$ cat src/rtl/pwdm_pkg.sv
// Shared types, constants and microcode ROM for the pulse width / duty meter.
`timescale 1ns / 1ps

package pwdm_pkg;

    localparam int COUNTER_WIDTH_DEF = 16;

    localparam int MS_W    = 16;   // millisecond values
    localparam int SUM_W   = 17;   // high_ms + low_ms
    localparam int PROD_W  = 23;   // high_ms * 100
    localparam int DUTY_W  = 7;
    localparam int PULSE_W = 8;
    localparam int DEN_W   = 17;   // divider denominator

    localparam logic [15:0]       TICKS_PER_MS_RST = 16'd125;
    localparam logic [15:0]       DEBOUNCE_MS_RST  = 16'd80;
    localparam logic [DUTY_W-1:0] PERCENT          = 7'd100;

    // input opcodes
    localparam logic OP_TICK = 1'b0;
    localparam logic OP_EDGE = 1'b1;

    // report kinds
    localparam logic RPT_ASTABLE = 1'b0;
    localparam logic RPT_MONO    = 1'b1;

    // register indexes
    localparam logic REG_TICKS_PER_MS = 1'b0;
    localparam logic REG_DEBOUNCE_MS  = 1'b1;

    localparam int PC_W = 4;

    // program entry points
    localparam logic [PC_W-1:0] PC_ASTABLE = 4'd0;
    localparam logic [PC_W-1:0] PC_MONO    = 4'd8;

    typedef enum logic [1:0] {
        NUM_HIGH,
        NUM_LOW,
        NUM_PROD,
        NUM_TICK
    } num_sel_t;

    typedef enum logic {
        DEN_TPMS,
        DEN_SUM
    } den_sel_t;

    typedef enum logic [2:0] {
        WB_NONE,
        WB_HI,
        WB_LO,
        WB_DUTY,
        WB_DUR
    } wb_sel_t;

    typedef enum logic {
        JC_NEXT,
        JC_SUM_ZERO
    } jump_t;

    typedef struct packed {
        logic            start;   // launch a divide
        num_sel_t        num_sel;
        den_sel_t        den_sel;
        logic            wait_div; // hold until the divide finishes
        wb_sel_t         wb;
        logic            prep;    // form sum and product, clear duty
        jump_t           jc;
        logic [PC_W-1:0] target;
        logic            emit;    // load the output register
        logic            kind;
        logic            fin;     // back to idle
    } ucode_t;

    function automatic ucode_t ucode_rom(input logic [PC_W-1:0] pc);
        ucode_t w;
        w = '{start: 1'b0, num_sel: NUM_HIGH, den_sel: DEN_TPMS, wait_div: 1'b0,
              wb: WB_NONE, prep: 1'b0, jc: JC_NEXT, target: '0, emit: 1'b0,
              kind: RPT_ASTABLE, fin: 1'b0};
        case (pc)
            4'd0:
            begin
                w.start   = 1'b1;
                w.num_sel = NUM_HIGH;
            end
            4'd1:
            begin
                w.wait_div = 1'b1;
                w.wb       = WB_HI;
            end
            4'd2:
            begin
                w.start   = 1'b1;
                w.num_sel = NUM_LOW;
            end
            4'd3:
            begin
                w.wait_div = 1'b1;
                w.wb       = WB_LO;
            end
            4'd4:
            begin
                w.prep = 1'b1;
            end
            4'd5:
            begin
                w.start   = 1'b1;
                w.num_sel = NUM_PROD;
                w.den_sel = DEN_SUM;
                w.jc      = JC_SUM_ZERO;
                w.target  = 4'd7;
            end
            4'd6:
            begin
                w.wait_div = 1'b1;
                w.wb       = WB_DUTY;
            end
            4'd7:
            begin
                w.emit = 1'b1;
                w.kind = RPT_ASTABLE;
                w.fin  = 1'b1;
            end
            4'd8:
            begin
                w.start   = 1'b1;
                w.num_sel = NUM_TICK;
            end
            4'd9:
            begin
                w.wait_div = 1'b1;
                w.wb       = WB_DUR;
            end
            4'd10:
            begin
                w.emit = 1'b1;
                w.kind = RPT_MONO;
                w.fin  = 1'b1;
            end
            default:
            begin
                w.fin = 1'b1;
            end
        endcase
        return w;
    endfunction

endpackage

$ cat src/rtl/pwdm_div.sv
// Restoring divider, one quotient bit per cycle.
`timescale 1ns / 1ps

module pwdm_div
    import pwdm_pkg::*;
#(
    parameter int NUM_W = PROD_W
)
(
    input  logic             clk,
    input  logic             rst_n,
    input  logic             start,
    input  logic [NUM_W-1:0] num,
    input  logic [DEN_W-1:0] den,
    output logic             done,
    output logic [NUM_W-1:0] quot
);

    localparam int CNT_W = $clog2(NUM_W + 1);

    logic [NUM_W-1:0] num_reg, num_next;   // dividend shifts out, quotient shifts in
    logic [DEN_W-1:0] rem_reg, rem_next;
    logic [DEN_W-1:0] den_reg;
    logic [CNT_W-1:0] cnt_reg, cnt_next;
    logic             done_reg, done_next;

    logic [DEN_W:0] trial;
    logic [DEN_W:0] diff;
    logic           ge;

    assign trial = {rem_reg, num_reg[NUM_W-1]};
    assign diff  = trial - {1'b0, den_reg};
    assign ge    = (trial >= {1'b0, den_reg});

    always_comb
    begin
        num_next  = num_reg;
        rem_next  = rem_reg;
        cnt_next  = cnt_reg;
        done_next = 1'b0;
        if (start)
        begin
            num_next = num;
            rem_next = '0;
            cnt_next = CNT_W'(NUM_W);
        end
        else if (cnt_reg != '0)
        begin
            num_next  = {num_reg[NUM_W-2:0], ge};
            rem_next  = ge ? diff[DEN_W-1:0] : trial[DEN_W-1:0];
            cnt_next  = cnt_reg - 1'b1;
            done_next = (cnt_reg == CNT_W'(1));
        end
    end

    always_ff @(posedge clk or negedge rst_n)
    begin
        if (!rst_n)
        begin
            cnt_reg  <= '0;
            done_reg <= 1'b0;
        end
        else
        begin
            cnt_reg  <= cnt_next;
            done_reg <= done_next;
        end
    end

    always_ff @(posedge clk)
    begin
        num_reg <= num_next;
        rem_reg <= rem_next;
        if (start)
        begin
            den_reg <= den;
        end
    end

    assign done = done_reg;
    assign quot = num_reg;

endmodule

$ cat src/rtl/pulse_width_duty_meter_top.sv
// Top level of the pulse width and duty cycle meter.
`timescale 1ns / 1ps

// Pulse width / duty meter. Each transfer on the input stream is either a timer
// tick (tuser = 0) or a clock-pin edge (tuser = 1). A tick bumps a wrapping
// COUNTER_WIDTH-bit counter. In astable mode an edge captures the count as low
// time (rising) or high time (falling), clears the counter and produces one
// report with both counts and the duty percentage, computed on millisecond
// values. In monostable mode a rising edge clears the counter and a falling edge
// reports pulse number, duration in ms and a bounce flag. Edge work is run by a
// small microcode program over one shared restoring divider that yields one
// quotient bit per cycle over NUM_W = max(COUNTER_WIDTH, 23) bits; that divider
// sets the rate. An astable edge divides for high time, low time and duty (the
// duty divide is skipped when the period is zero), a monostable falling edge for
// the duration only. A report that cannot leave because the previous one is
// still waiting for m_tready holds its program until then. The input is not
// ready while a program runs. A finished report sits in an output register, so
// new ticks are taken while it waits for m_tready.
// Registers (APB, byte addresses): 0x0 ticks_per_ms (reset 125, 0 acts as 1),
// 0x4 debounce_ms (reset 80).

module pulse_width_duty_meter_top
    import pwdm_pkg::*;
#(
    parameter int COUNTER_WIDTH = COUNTER_WIDTH_DEF
)
(
    input  logic        clk,
    input  logic        rst_n,

    // input stream
    input  logic        s_tvalid,
    output logic        s_tready,
    input  logic [7:0]  s_tdata,   // [0] pin_level, [1] mode_select, [7:2] zero
    input  logic        s_tuser,   // [0] opcode

    // report stream
    output logic        m_tvalid,
    input  logic        m_tready,
    output logic [63:0] m_tdata,   // [7:0] pulse_number, [23:8] high_count,
                                   // [39:24] low_count, [46:40] duty_percent,
                                   // [62:47] duration_ms, [63] bounced
    output logic        m_tuser,   // [0] report_kind

    // configuration
    input  logic        psel,
    input  logic        penable,
    input  logic        pwrite,
    input  logic [2:0]  paddr,
    input  logic [31:0] pwdata,
    output logic [31:0] prdata,
    output logic        pready
);

    localparam int NUM_W = (COUNTER_WIDTH > PROD_W) ? COUNTER_WIDTH : PROD_W;
    localparam int CW    = COUNTER_WIDTH;

    // ------------------------------------------------------------------
    // configuration registers
    // ------------------------------------------------------------------
    logic [15:0] tpms_reg;
    logic [15:0] debounce_reg;
    logic        cfg_wr;

    assign pready = 1'b1;
    assign cfg_wr = psel && penable && pwrite && pready;

    always_ff @(posedge clk or negedge rst_n)
    begin
        if (!rst_n)
        begin
            tpms_reg     <= TICKS_PER_MS_RST;
            debounce_reg <= DEBOUNCE_MS_RST;
        end
        else if (cfg_wr)
        begin
            if (paddr[2] == REG_TICKS_PER_MS)
            begin
                tpms_reg <= pwdata[15:0];
            end
            else
            begin
                debounce_reg <= pwdata[15:0];
            end
        end
    end

    always_comb
    begin
        if (paddr[2] == REG_TICKS_PER_MS)
        begin
            prdata = {16'd0, tpms_reg};
        end
        else
        begin
            prdata = {16'd0, debounce_reg};
        end
    end

    // ------------------------------------------------------------------
    // input decode
    // ------------------------------------------------------------------
    logic in_xfer;
    logic pin_level;
    logic astable;

    assign pin_level = s_tdata[0];
    assign astable   = s_tdata[1];
    assign in_xfer   = s_tvalid && s_tready;

    // ------------------------------------------------------------------
    // sequencer and datapath
    // ------------------------------------------------------------------
    logic              busy_reg, busy_next;
    logic [PC_W-1:0]   pc_reg, pc_next;
    logic [CW-1:0]     tick_reg, tick_next;
    logic [CW-1:0]     high_reg, high_next;
    logic [CW-1:0]     low_reg, low_next;
    logic [PULSE_W-1:0] pulse_reg, pulse_next;
    logic [MS_W-1:0]   hi_ms_reg, hi_ms_next;
    logic [MS_W-1:0]   lo_ms_reg, lo_ms_next;
    logic [MS_W-1:0]   dur_reg, dur_next;
    logic [SUM_W-1:0]  sum_reg, sum_next;
    logic [PROD_W-1:0] prod_reg, prod_next;
    logic [DUTY_W-1:0] duty_reg, duty_next;

    logic              out_valid_reg, out_valid_next;
    logic [63:0]       out_data_reg, out_data_next;
    logic              out_kind_reg, out_kind_next;

    ucode_t            uc;
    logic              div_start;
    logic [NUM_W-1:0]  div_num;
    logic [DEN_W-1:0]  div_den;
    logic              div_done;
    logic [NUM_W-1:0]  div_quot;
    logic [MS_W-1:0]   quot_ms;
    logic              sum_zero;
    logic              out_free;
    logic [15:0]       tpms_eff;

    assign uc       = ucode_rom(pc_reg);
    assign sum_zero = (sum_reg == '0);
    assign out_free = !out_valid_reg || m_tready;
    assign tpms_eff = (tpms_reg == 16'd0) ? 16'd1 : tpms_reg;

    // ms values saturate when the counter is wider than 16 bits
    assign quot_ms = (|div_quot[NUM_W-1:MS_W]) ? {MS_W{1'b1}} : div_quot[MS_W-1:0];

    assign div_start = busy_reg && uc.start && !(uc.jc == JC_SUM_ZERO && sum_zero);

    always_comb
    begin
        case (uc.num_sel)
            NUM_HIGH: div_num = NUM_W'(high_reg);
            NUM_LOW:  div_num = NUM_W'(low_reg);
            NUM_PROD: div_num = NUM_W'(prod_reg);
            NUM_TICK: div_num = NUM_W'(tick_reg);
            default:  div_num = '0;
        endcase
    end

    assign div_den = (uc.den_sel == DEN_SUM) ? sum_reg : {1'b0, tpms_eff};

    pwdm_div #(
        .NUM_W (NUM_W)
    ) u_div (
        .clk   (clk),
        .rst_n (rst_n),
        .start (div_start),
        .num   (div_num),
        .den   (div_den),
        .done  (div_done),
        .quot  (div_quot)
    );

    always_comb
    begin
        busy_next      = busy_reg;
        pc_next        = pc_reg;
        tick_next      = tick_reg;
        high_next      = high_reg;
        low_next       = low_reg;
        pulse_next     = pulse_reg;
        hi_ms_next     = hi_ms_reg;
        lo_ms_next     = lo_ms_reg;
        dur_next       = dur_reg;
        sum_next       = sum_reg;
        prod_next      = prod_reg;
        duty_next      = duty_reg;
        out_valid_next = out_valid_reg && !m_tready;
        out_data_next  = out_data_reg;
        out_kind_next  = out_kind_reg;

        if (in_xfer)
        begin
            if (s_tuser == OP_TICK)
            begin
                tick_next = tick_reg + 1'b1;
            end
            else if (astable)
            begin
                if (pin_level)
                begin
                    low_next = tick_reg;
                end
                else
                begin
                    high_next = tick_reg;
                end
                tick_next = '0;
                busy_next = 1'b1;
                pc_next   = PC_ASTABLE;
            end
            else if (pin_level)
            begin
                tick_next = '0;
            end
            else
            begin
                busy_next = 1'b1;
                pc_next   = PC_MONO;
            end
        end
        else if (busy_reg)
        begin
            if (uc.wait_div)
            begin
                if (div_done)
                begin
                    case (uc.wb)
                        WB_HI:   hi_ms_next = quot_ms;
                        WB_LO:   lo_ms_next = quot_ms;
                        WB_DUTY: duty_next  = div_quot[DUTY_W-1:0];
                        WB_DUR:  dur_next   = quot_ms;
                        default: ;
                    endcase
                    pc_next = pc_reg + 1'b1;
                end
            end
            else if (uc.emit)
            begin
                if (out_free)
                begin
                    out_valid_next = 1'b1;
                    out_kind_next  = uc.kind;
                    if (uc.kind == RPT_ASTABLE)
                    begin
                        out_data_next = {1'b0, {MS_W{1'b0}}, duty_reg,
                                         MS_W'(low_reg), MS_W'(high_reg),
                                         {PULSE_W{1'b0}}};
                    end
                    else
                    begin
                        out_data_next = {(dur_reg < debounce_reg), dur_reg,
                                         {DUTY_W{1'b0}}, {MS_W{1'b0}}, {MS_W{1'b0}},
                                         pulse_reg};
                        pulse_next    = pulse_reg + 1'b1;
                    end
                    busy_next = 1'b0;
                end
            end
            else if (uc.fin)
            begin
                busy_next = 1'b0;
            end
            else
            begin
                if (uc.prep)
                begin
                    sum_next  = SUM_W'(hi_ms_reg) + SUM_W'(lo_ms_reg);
                    prod_next = PROD_W'(hi_ms_reg) * PROD_W'(PERCENT);
                    duty_next = '0;
                end
                if (uc.jc == JC_SUM_ZERO && sum_zero)
                begin
                    pc_next = uc.target;
                end
                else
                begin
                    pc_next = pc_reg + 1'b1;
                end
            end
        end
    end

    always_ff @(posedge clk or negedge rst_n)
    begin
        if (!rst_n)
        begin
            busy_reg      <= 1'b0;
            pc_reg        <= '0;
            tick_reg      <= '0;
            high_reg      <= '0;
            low_reg       <= '0;
            pulse_reg     <= '0;
            out_valid_reg <= 1'b0;
        end
        else
        begin
            busy_reg      <= busy_next;
            pc_reg        <= pc_next;
            tick_reg      <= tick_next;
            high_reg      <= high_next;
            low_reg       <= low_next;
            pulse_reg     <= pulse_next;
            out_valid_reg <= out_valid_next;
        end
    end

    // scratch and payload registers
    always_ff @(posedge clk)
    begin
        hi_ms_reg    <= hi_ms_next;
        lo_ms_reg    <= lo_ms_next;
        dur_reg      <= dur_next;
        sum_reg      <= sum_next;
        prod_reg     <= prod_next;
        duty_reg     <= duty_next;
        out_data_reg <= out_data_next;
        out_kind_reg <= out_kind_next;
    end

    assign s_tready = !busy_reg;
    assign m_tvalid = out_valid_reg;
    assign m_tdata  = out_data_reg;
    assign m_tuser  = out_kind_reg;

endmodule
$ cat config.mk
export PLATFORM = sky130hd
export DESIGN_NAME = pulse_width_duty_meter_top
export DESIGN_NICKNAME = d
export VERILOG_FILES = /design/src/rtl/pwdm_pkg.sv /design/src/rtl/pwdm_div.sv /design/src/rtl/pulse_width_duty_meter_top.sv
export SDC_FILE = /design/constraint.sdc
export NUM_CORES = 1
export LEC_CHECK = 0
export ABC_AREA = 1
export ABC_CLOCK_PERIOD_IN_PS = 6900
export BUFFER_PORTS_ARGS = -buffer_cell sky130_fd_sc_hd__buf_2
export CORE_MARGIN = 8
export CORE_UTILIZATION = 35
export CTS_BUF_LIST = sky130_fd_sc_hd__clkbuf_16
export DETAILED_ROUTE_END_ITERATION = 8
export SYNTH_ARGS = -nofsm -noshare
export SYNTH_HDL_FRONTEND = slang
export SYNTH_HIERARCHICAL = 1
export SYNTH_SLANG_ARGS = --single-unit
$ cat constraint.sdc
create_clock -name clk -period 6.9 [get_ports clk]
set_input_delay 1.38 -clock clk [delete_from_list [all_inputs] [get_ports clk]]
set_output_delay 1.38 -clock clk [all_outputs]
set_load 0.1 [all_outputs]
==> results of run 1 <==
through the flow:
| stage | cells | utilization |
|---|---|---|
| floorplan | 2023 | - |
| global placement | 2752 | 0.375 |
| detailed placement | 2752 | 0.375 |
| CTS | 2816 | 0.397 |
| global route | 2816 | 0.397 |
| finish | 2816 | 0.397 |
worst max-delay path, cell delays in order, from the launching register on:
cell and delay, ps:
sky130_fd_sc_hd__dfrtp_1 430, sky130_fd_sc_hd__inv_1 100, sky130_fd_sc_hd__ha_1 320, sky130_fd_sc_hd__inv_1 90, sky130_fd_sc_hd__nor2_2 700, sky130_fd_sc_hd__inv_2 380, sky130_fd_sc_hd__nand3_1 540, sky130_fd_sc_hd__a21oi_1 150
sky130_fd_sc_hd__a211oi_4 850, sky130_fd_sc_hd__clkinv_1 980, sky130_fd_sc_hd__nand2_1 290, sky130_fd_sc_hd__inv_2 190, sky130_fd_sc_hd__nand2_1 110, sky130_fd_sc_hd__inv_1 40, sky130_fd_sc_hd__nand2_1 50, sky130_fd_sc_hd__nand2_1 50
layout make-up:
cell class / instances / share of cell area
Sequential cell: 315 / 0.445
Clock inverter: 29 / 0.0124
Clock buffer: 35 / 0.0443
Tap cell: 672 / 0.0425
Timing Repair Buffer: 122 / 0.0326
Multi-Input combinational cell: 1286 / 0.355
Inverter: 357 / 0.0678
power by group through the flow:
stage,clock network [uW],logic [uW],registers (uW)
6_report,1830,3150,2860
3_5_place_dp,0,3160,2890
2_1_floorplan,0,2300,2970
3_3_place_gp,0,3090,2890
4_1_cts,1890,3170,2860
5_1_grt,1960,3530,2910
per-layer routing:
layer / vias up / wire [um] / GRT usage
met4: 0 / 1740 / 0.0640
met3: 81 / 1610 / 0.0204
met2: 276 / 21400 / 0.264
li1: 6672 / - / -
met1: 6246 / 18100 / 0.178
met5: - / 0 / 0
synth_stat cells (4+ instances only):
cell type,n
sky130_fd_sc_hd__buf_2,20
sky130_fd_sc_hd__inv_2,9
sky130_fd_sc_hd__a21oi_1,73
sky130_fd_sc_hd__clkbuf_1,15
sky130_fd_sc_hd__nand3_2,9
sky130_fd_sc_hd__a221oi_1,14
sky130_fd_sc_hd__and2_1,4
sky130_fd_sc_hd__nand3b_1,7
sky130_fd_sc_hd__o22ai_1,5
sky130_fd_sc_hd__o21ai_1,4
sky130_fd_sc_hd__edfxtp_1,198
sky130_fd_sc_hd__dfrtp_1,92
sky130_fd_sc_hd__a21o_1,7
sky130_fd_sc_hd__nand2_1,530
sky130_fd_sc_hd__o21ai_2,4
sky130_fd_sc_hd__dfxtp_1,17
sky130_fd_sc_hd__nor2_2,7
sky130_fd_sc_hd__inv_1,347
sky130_fd_sc_hd__nor2_1,143
sky130_fd_sc_hd__buf_4,21
sky130_fd_sc_hd__nand3_1,117
sky130_fd_sc_hd__buf_6,5
sky130_fd_sc_hd__o21ai_0,124
sky130_fd_sc_hd__nand2_2,7
sky130_fd_sc_hd__xor2_1,24
sky130_fd_sc_hd__xnor2_1,7
sky130_fd_sc_hd__dfstp_2,8
sky130_fd_sc_hd__fa_1,13
sky130_fd_sc_hd__nor3_1,17
sky130_fd_sc_hd__nand4_1,17
sky130_fd_sc_hd__ha_1,109
cell families (layout without fill, tap and decap cells):
| group | Yosys count | count (layout) | share of synthesized area |
|---|---|---|---|
| AO/OA/AOI/OAI | 244 | 244 | 0.0769 |
| XOR/XNOR | 31 | 31 | 0.0155 |
| flip-flops | 315 | 315 | 0.504 |
| AND/OR/NAND/NOR | 872 | 872 | 0.211 |
| adder cells (fa/ha/maj) | 122 | 122 | 0.0930 |
| buffers and inverters | 422 | 543 | 0.0994 |
| other | 2 | 17 | 0.000430 |
final timing paths:
check	slack [ps]	from	end
min in group asynchronous	910	rst_n	pulse_reg[4]$_DFFE_PN0P_
worst min-delay path	470	pulse_reg[7]$_DFFE_PN0P_	pulse_reg[7]$_DFFE_PN0P_
max in group asynchronous	4880	rst_n	debounce_reg[7]$_DFFE_PN0P_
worst max register to register	1490	pc_reg[1]$_DFFE_PN0P_	u_div/rem_reg[14]$_SDFFE_PP0P_
worst max-delay path	1490	pc_reg[1]$_DFFE_PN0P_	u_div/rem_reg[14]$_SDFFE_PP0P_
worst min register to register	470	pulse_reg[7]$_DFFE_PN0P_	pulse_reg[7]$_DFFE_PN0P_
cells in the final DEF (no fill, tap or decap), types with 8 or more instances in the layout:
cell type                   synthesis  final
sky130_fd_sc_hd__nor2_2             7      8
sky130_fd_sc_hd__nand3_2            9     10
sky130_fd_sc_hd__inv_1            347    354
sky130_fd_sc_hd__fa_1              13     13
sky130_fd_sc_hd__nor2_1           143    141
sky130_fd_sc_hd__ha_1             109    109
sky130_fd_sc_hd__nand2_1          530    530
sky130_fd_sc_hd__o21ai_0          124    124
sky130_fd_sc_hd__clkbuf_16          0     35
sky130_fd_sc_hd__xor2_1            24     24
sky130_fd_sc_hd__buf_2             20    108
sky130_fd_sc_hd__inv_2              9      9
sky130_fd_sc_hd__a221oi_1          14     14
sky130_fd_sc_hd__buf_4             21     14
sky130_fd_sc_hd__edfxtp_1         198    198
sky130_fd_sc_hd__nand3_1          117    116
sky130_fd_sc_hd__dfstp_2            8      8
sky130_fd_sc_hd__nand4_1           17     17
sky130_fd_sc_hd__nor3_1            17     16
sky130_fd_sc_hd__dfrtp_1           92     92
sky130_fd_sc_hd__dfxtp_1           17     17
sky130_fd_sc_hd__conb_1             2     17
sky130_fd_sc_hd__a21oi_1           73     73
sky130_fd_sc_hd__clkinv_2           0      9
==> results.md, run 1 <==
- Status: completed
- Aggregate global-route resource usage: 0.148
- Number of instances resized during post-cts repair: 0
- Post-CTS setup buffer count: 0
- Setup skew after layout: 16.3 ps
- Fraction of synthesized cell area taken by the top area cell type: 0.340
- Sink count of the clock tree: 315
- Clock tree from TritonCTS: done
- Proportion of power drawn by the clock network: 0.234
- Post-CTS clock slew at the launch and capture registers of the worst setup and hold paths: 60 ps
- Power density over the cells: 397 nW/um^2
- Max-Cap Viols: 0
- Top area cells in the synthesized netlist: sky130_fd_sc_hd__edfxtp_1, sky130_fd_sc_hd__dfrtp_1, sky130_fd_sc_hd__nand2_1
- Global-route wire length before repair: 69200 um
- Final hold violations: 0
- Number of cells traversed by the worst hold path: 2
- Pin count of the biggest net entering global routing: 66
- Final sum of negative setup slack: 0 ps
- Clock buffer count from CTS: 35
- Area growth from synthesis to layout: 13.2%
- Chip Height: 239 um
- Number of fill cells in the layout: 4947
- Async SR Flop Fraction: 0.317
- Number of cells on the worst reg-to-reg path: 15
- Number of nets in the layout: 2290
- Fin worst setup slack: 1490 ps
- Max H-tree Level: 2
- Share of post-route cells with drive strength above 1: 0.108
- Root Buffer: sky130_fd_sc_hd__clkbuf_16
- Post-route design area: 19800 um^2
- Worst IR drop on VDD: 0.149 mV
- Prevailing post-synth register cell: sky130_fd_sc_hd__edfxtp_1
- Die X: 239 um
- Leakage power: 0.00950 uW
- DIE AREA: 57300 um^2
- Worst slew slack as a fraction of its limit: 0.225
- Number of rows in the core area: 82
- Synthesized area divided by synthesized cell count: 8.70 um^2
- Number of global-route vias before repair: 13.4k
- Total internal power: 4550 uW
- Routed len/inst: 15.2 um
- Highest attainable clock frequency: 185 MHz
- Ant. Diodes: 0
- Avg Vias per Cell: 4.71
- Half-perimeter wire length after detailed placement: 32500 um
- Required arrival time at the worst endpoint: 7320 ps
- Count of yosys warnings during synthesis: 6
- Final worst-path cycle share: 0.784
- Count of boundary I/O pins: 151
- Total power draw: 7840 uW
- Synthesized netlist cell count: 2008
- Top fanout value on the critical path: 27
- Number of nets with antenna violations after routing: 0
- Maximum clock insertion buffer count: 3
- Effective utilization at floorplan: 0.351
- Router iterations before antenna repair: 5
- Global placement routability congestion: 0.914
- Top cell type by total area after synthesis: sky130_fd_sc_hd__edfxtp_1
- Hold buffers post-CTS: 0
- Arrival time of data at the critical path endpoint: 5830 ps
- Placed cell areas: 18700 um^2
- Antenna violations before repair: 0
- RSZ-0062 raised after global routing: no
- Actual transition at the worst max-transition pin: 1160 ps
- Routed via count: 13.3k
- Register area share after synthesis: 0.504
- Kind of critical path: register to register
- Place WS: 1460 ps
- CP endpoint kind: register
- Minimum clock period after layout: 5410 ps
- Area taken by multi-input logic gates: 7030 um^2
- Worst Setup Start Kind: register
- Final routed DRC violation total: 0
- Sequential cell area in the final layout: 8800 um^2
- Hold slack: 474 ps
- Min-delay worst type: register to register
- Clock latency at the later pin of the worst-skew pair: 540 ps
- Part of the power in combinational logic: 0.402
- Sw Ratio: 0.420
- Total of endpoints with negative setup slack in the final report: 0
- Core footprint: 49800 um^2
- Number of DRC violations after detailed-routing iteration 0: 850
- Sequential cell fraction of total power: 0.364
- Grt total ovfl: 0
- Mapped Area: 17500 um^2
- Count of flip-flops with a built-in enable after synthesis: 198
- Flip-flop count of the largest register after layout: 64
- Buffers on Ports: 109
- Net switching power of the design: 3300 uW
- Pins over their slew limit: 0
- Register bit count reported by yosys: 315
- Post-synth cell types: 51
- Final WL: 42900 um
Power figures use the tool's default switching activity.
==> run 2: changes to the inputs <==
--- a/config.mk
+++ b/config.mk
@@ -5,8 +5,8 @@
 export SDC_FILE = /design/constraint.sdc
 export NUM_CORES = 1
 export LEC_CHECK = 0
-export ABC_AREA = 1
-export ABC_CLOCK_PERIOD_IN_PS = 6900
+export ABC_AREA = 0
+export ABC_CLOCK_PERIOD_IN_PS = 4900
 export BUFFER_PORTS_ARGS = -buffer_cell sky130_fd_sc_hd__buf_2
 export CORE_MARGIN = 8
 export CORE_UTILIZATION = 35
==> constraint.sdc (replaced) <==
create_clock -name clk -period 4.9 [get_ports clk]
set_input_delay 0.98 -clock clk [delete_from_list [all_inputs] [get_ports clk]]
set_output_delay 0.98 -clock clk [all_outputs]
set_load 0.1 [all_outputs]
==> results.md, run 2 <==
- Status: completed
- Required arrival time at the worst endpoint: 5170 ps (-2150 ps)
- Number of DRC violations after detailed-routing iteration 0: 712 (-16%)
- Antenna violations before repair: 0 (unchanged)
- Routed len/inst: 17.4 um (+15%)
- Most common cell after layout, fill and taps aside: sky130_fd_sc_hd__edfxtp_1
- Most common cell in the synthesized netlist: sky130_fd_sc_hd__edfxtp_1
- Number of nets in the layout: 1717 (-25%)
- Sink count of the clock tree: 315 (unchanged)
- Chip Height: 233 um (-2.5%)
- RSZ-0062 raised after global routing: no
- Family with the most delay on the worst path: simple AND/OR/NAND/NOR gates
- Stage delay of the slowest cell on the critical path: 890 ps (-90 ps)
- Number of rows in the core area: 79 (-3.7%)
- Synthesized area divided by synthesized cell count: 11.6 um^2 (+33%)
- Min-delay worst type: register to register
- Slowest-stage cell, CP: sky130_fd_sc_hd__nor2_1
- Top area cells in the synthesized netlist: sky130_fd_sc_hd__edfxtp_1, sky130_fd_sc_hd__dfrtp_1, sky130_fd_sc_hd__ha_1
- Mapped Area: 16500 um^2 (-5.3%)
- Clock buffer count from CTS: 36 (+2.9%)
- Register area share after synthesis: 0.532 (+0.0283)
- Final WL: 38000 um (-11%)
- Share of post-route cells with drive strength above 1: 0.210 (+0.102)
- Count of boundary I/O pins: 151 (unchanged)
- Most numerous cell types in the synthesized netlist: sky130_fd_sc_hd__edfxtp_1, sky130_fd_sc_hd__nand2_1, sky130_fd_sc_hd__ha_1
- Buffer and inverter count on the worst path: 1 (-5)
- Crit path cell chain: inv_1, nor2_1, and2_1, nor2_1, nand2_1, nor2_1, a31oi_1, mux2_2
- Grt total ovfl: 0 (unchanged)
- Final sum of negative setup slack: 0 ps (unchanged)
- Post-CTS clock slew at the launch and capture registers of the worst setup and hold paths: 60 ps (about the same)
- Max-Cap Viols: 0 (unchanged)
- Maximum clock insertion buffer count: 3 (unchanged)
- Post-CTS setup buffer count: 0 (unchanged)
- Routed via count: 10.9k (-18%)
- Arrival time of data at the critical path endpoint: 3900 ps (-1930 ps)
- Setup skew after layout: 16.8 ps (+0.521 ps)
- Root Buffer: sky130_fd_sc_hd__clkbuf_16
- Prevailing post-synth register cell: sky130_fd_sc_hd__edfxtp_1
- Number of global-route vias before repair: 11.1k (-17%)
- Pin count of the biggest net entering global routing: 70 (+6.1%)
- Hold buffers post-CTS: 0 (unchanged)
- Top cell type by total area after synthesis: sky130_fd_sc_hd__edfxtp_1
- Router iterations before antenna repair: 5 (unchanged)
- Clock tree from TritonCTS: done
- Pins over their slew limit: 0 (unchanged)
- Final worst-path cycle share: 0.740 (-0.0443)
- Worst IR drop on VDD: 0.274 mV (+83%)
- Clock latency at the later pin of the worst-skew pair: 520 ps (-20 ps)
- Die X: 233 um (-2.5%)
- Minimum clock period after layout: 3620 ps (-1790 ps)
- Ant. Diodes: 0 (unchanged)
- Synthesized netlist cell count: 1428 (-29%)
- Fraction of synthesized cell area taken by the top area cell type: 0.359 (+0.0192)
- Worst Setup Start Kind: register
- Effective utilization at floorplan: 0.355 (+0.00417)
- Highest attainable clock frequency: 276 MHz (+49%)
- Final hold violations: 0 (unchanged)
- Final routed DRC violation total: 0 (unchanged)
- Avg Vias per Cell: 5.01 (+6.4%)
- Worst path most repeated cell: sky130_fd_sc_hd__nor2_1
- CP endpoint kind: register
- Number of instances resized during post-cts repair: 0 (unchanged)
- DIE AREA: 54500 um^2 (-5.0%)
- Register bit count reported by yosys: 315 (unchanged)
- Power density over the cells: 539 nW/um^2 (+36%)
- Async SR Flop Fraction: 0.317 (unchanged)
- Number of fill cells in the layout: 4407 (-11%)
- Actual transition at the worst max-transition pin: 1130 ps (-29.3 ps)
- Buffers on Ports: 109 (unchanged)
- Area growth from synthesis to layout: 14.5%
- Total power draw: 10200 uW (+30%)
- Total of endpoints with negative setup slack in the final report: 0 (unchanged)
- Count of yosys warnings during synthesis: 6 (unchanged)
- Count of flip-flops with a built-in enable after synthesis: 198 (unchanged)
- Number of nets with antenna violations after routing: 0 (unchanged)
- Top library cells by usage in the layout, fill and taps aside: sky130_fd_sc_hd__edfxtp_1, sky130_fd_sc_hd__nand2_1, sky130_fd_sc_hd__inv_1
- Max H-tree Level: 2 (unchanged)
- Global-route wire length before repair: 60700 um (-12%)
- Top fanout value on the critical path: 17 (-37%)
- Half-perimeter wire length after detailed placement: 27800 um (-14%)
- Flip-flop count of the largest register after layout: 64 (unchanged)
- Global placement routability congestion: 0.879 (-3.8%)
- Worst slew slack as a fraction of its limit: 0.245 (+0.0196)
- Kind of critical path: register to register
- Leakage power: 0.00812 uW (-15%)
- Aggregate global-route resource usage: 0.139 (-0.00968)
- Core footprint: 46600 um^2 (-6.4%)
- Post-synth cell types: 76 (+49%)
-- run 2: changes by cell type after synthesis, sizes merged, moves of 55 or more --
| cell | before | now |
|---|---|---|
| and2 | 4 | 75 |
| inv | 356 | 103 |
| mux2 | 0 | 103 |
| nand2 | 538 | 120 |
| nand3 | 127 | 24 |
| nor2 | 152 | 75 |
| o21ai | 132 | 77 |
-- run 2: worst paths after layout --
path	start	to	slack, ps	cells past startpoint
max	pc_reg[3]$_DFFE_PN0P_	u_div/quot[5]$_DFFE_PP_	1280	8
min	pulse_reg[7]$_DFFE_PN0P_	pulse_reg[7]$_DFFE_PN0P_	470	1
max reg2reg	pc_reg[3]$_DFFE_PN0P_	u_div/quot[5]$_DFFE_PP_	1280	8
min reg2reg	pulse_reg[7]$_DFFE_PN0P_	pulse_reg[7]$_DFFE_PN0P_	470	1
max in group asynchronous	rst_n	tpms_reg[2]$_DFFE_PN1P_	3240	2
min in group asynchronous	rst_n	high_reg[12]$_DFFE_PN0P_	590	1
-- run 2: final cells by class --
| class | instances | area (um^2) | share of cell area |
|---|---|---|---|
| clock buffers | 39 | 976 | 0.0515 |
| multi-input cells | 964 | 7130 | 0.376 |
| inverters | 103 | 387 | 0.0204 |
| flip-flops and latches | 315 | 8800 | 0.465 |
| repair buffers | 124 | 673 | 0.0355 |
| well taps | 607 | 759 | 0.0401 |
| clock inverters | 27 | 215 | 0.0114 |
-- run 2: worst register-to-register path, delay by kind of cell, from the launching register on --
| family | cells | cell delay [ps] |
|---|---|---|
| buffers and inverters | 1 | 160 |
| AND/OR/NAND/NOR | 5 | 2340 |
| flip-flops | 1 | 520 |
| AO/OA/AOI/OAI | 1 | 70 |
| multiplexers | 1 | 300 |
-- run 2: kinds of logic after synthesis --
kind of cell / count (synthesis) / share of synthesized area
adders and majority gates: 122 / 0.0982
DFF: 315 / 0.532
muxes: 107 / 0.0728
xor gates and xnor gates: 53 / 0.0281
AOI/OAI and AO/OA: 245 / 0.0965
and+or+nand+nor: 420 / 0.130
other: 2 / 0.000454
buffers and inverters: 164 / 0.0426
-- run 2: per-stage QoR --
stage | cell area (um^2) | instances | utilization | setup WS [ps] | hold WS (ps)
2_1_floorplan | 16600 | 1443 | - | 1200 | 434
3_3_place_gp | 17700 | 2113 | 0.381 | 1330 | 452
3_5_place_dp | 17700 | 2113 | 0.381 | 1320 | 461
4_1_cts | 18900 | 2179 | 0.407 | 1300 | 473
5_1_grt | 18900 | 2179 | 0.407 | 939 | 489
6_report | 18900 | 2179 | 0.407 | 1280 | 468
-- run 2: report_power, final --
group	internal, uW	switching (uW)	leakage [uW]
clock network	1600	1080	0.000610
registers	3480	324	0.00328
logic	1290	2450	0.00423
-- run 2: routing by layer --
metal / track usage / up-vias / share of wire
met3: 0.0192 / 70 / 0.037
li1: - / 5300 / -
met5: 0 / - / 0
met1: 0.167 / 5350 / 0.42
met2: 0.250 / 207 / 0.51
met4: 0.0511 / 0 / 0.032
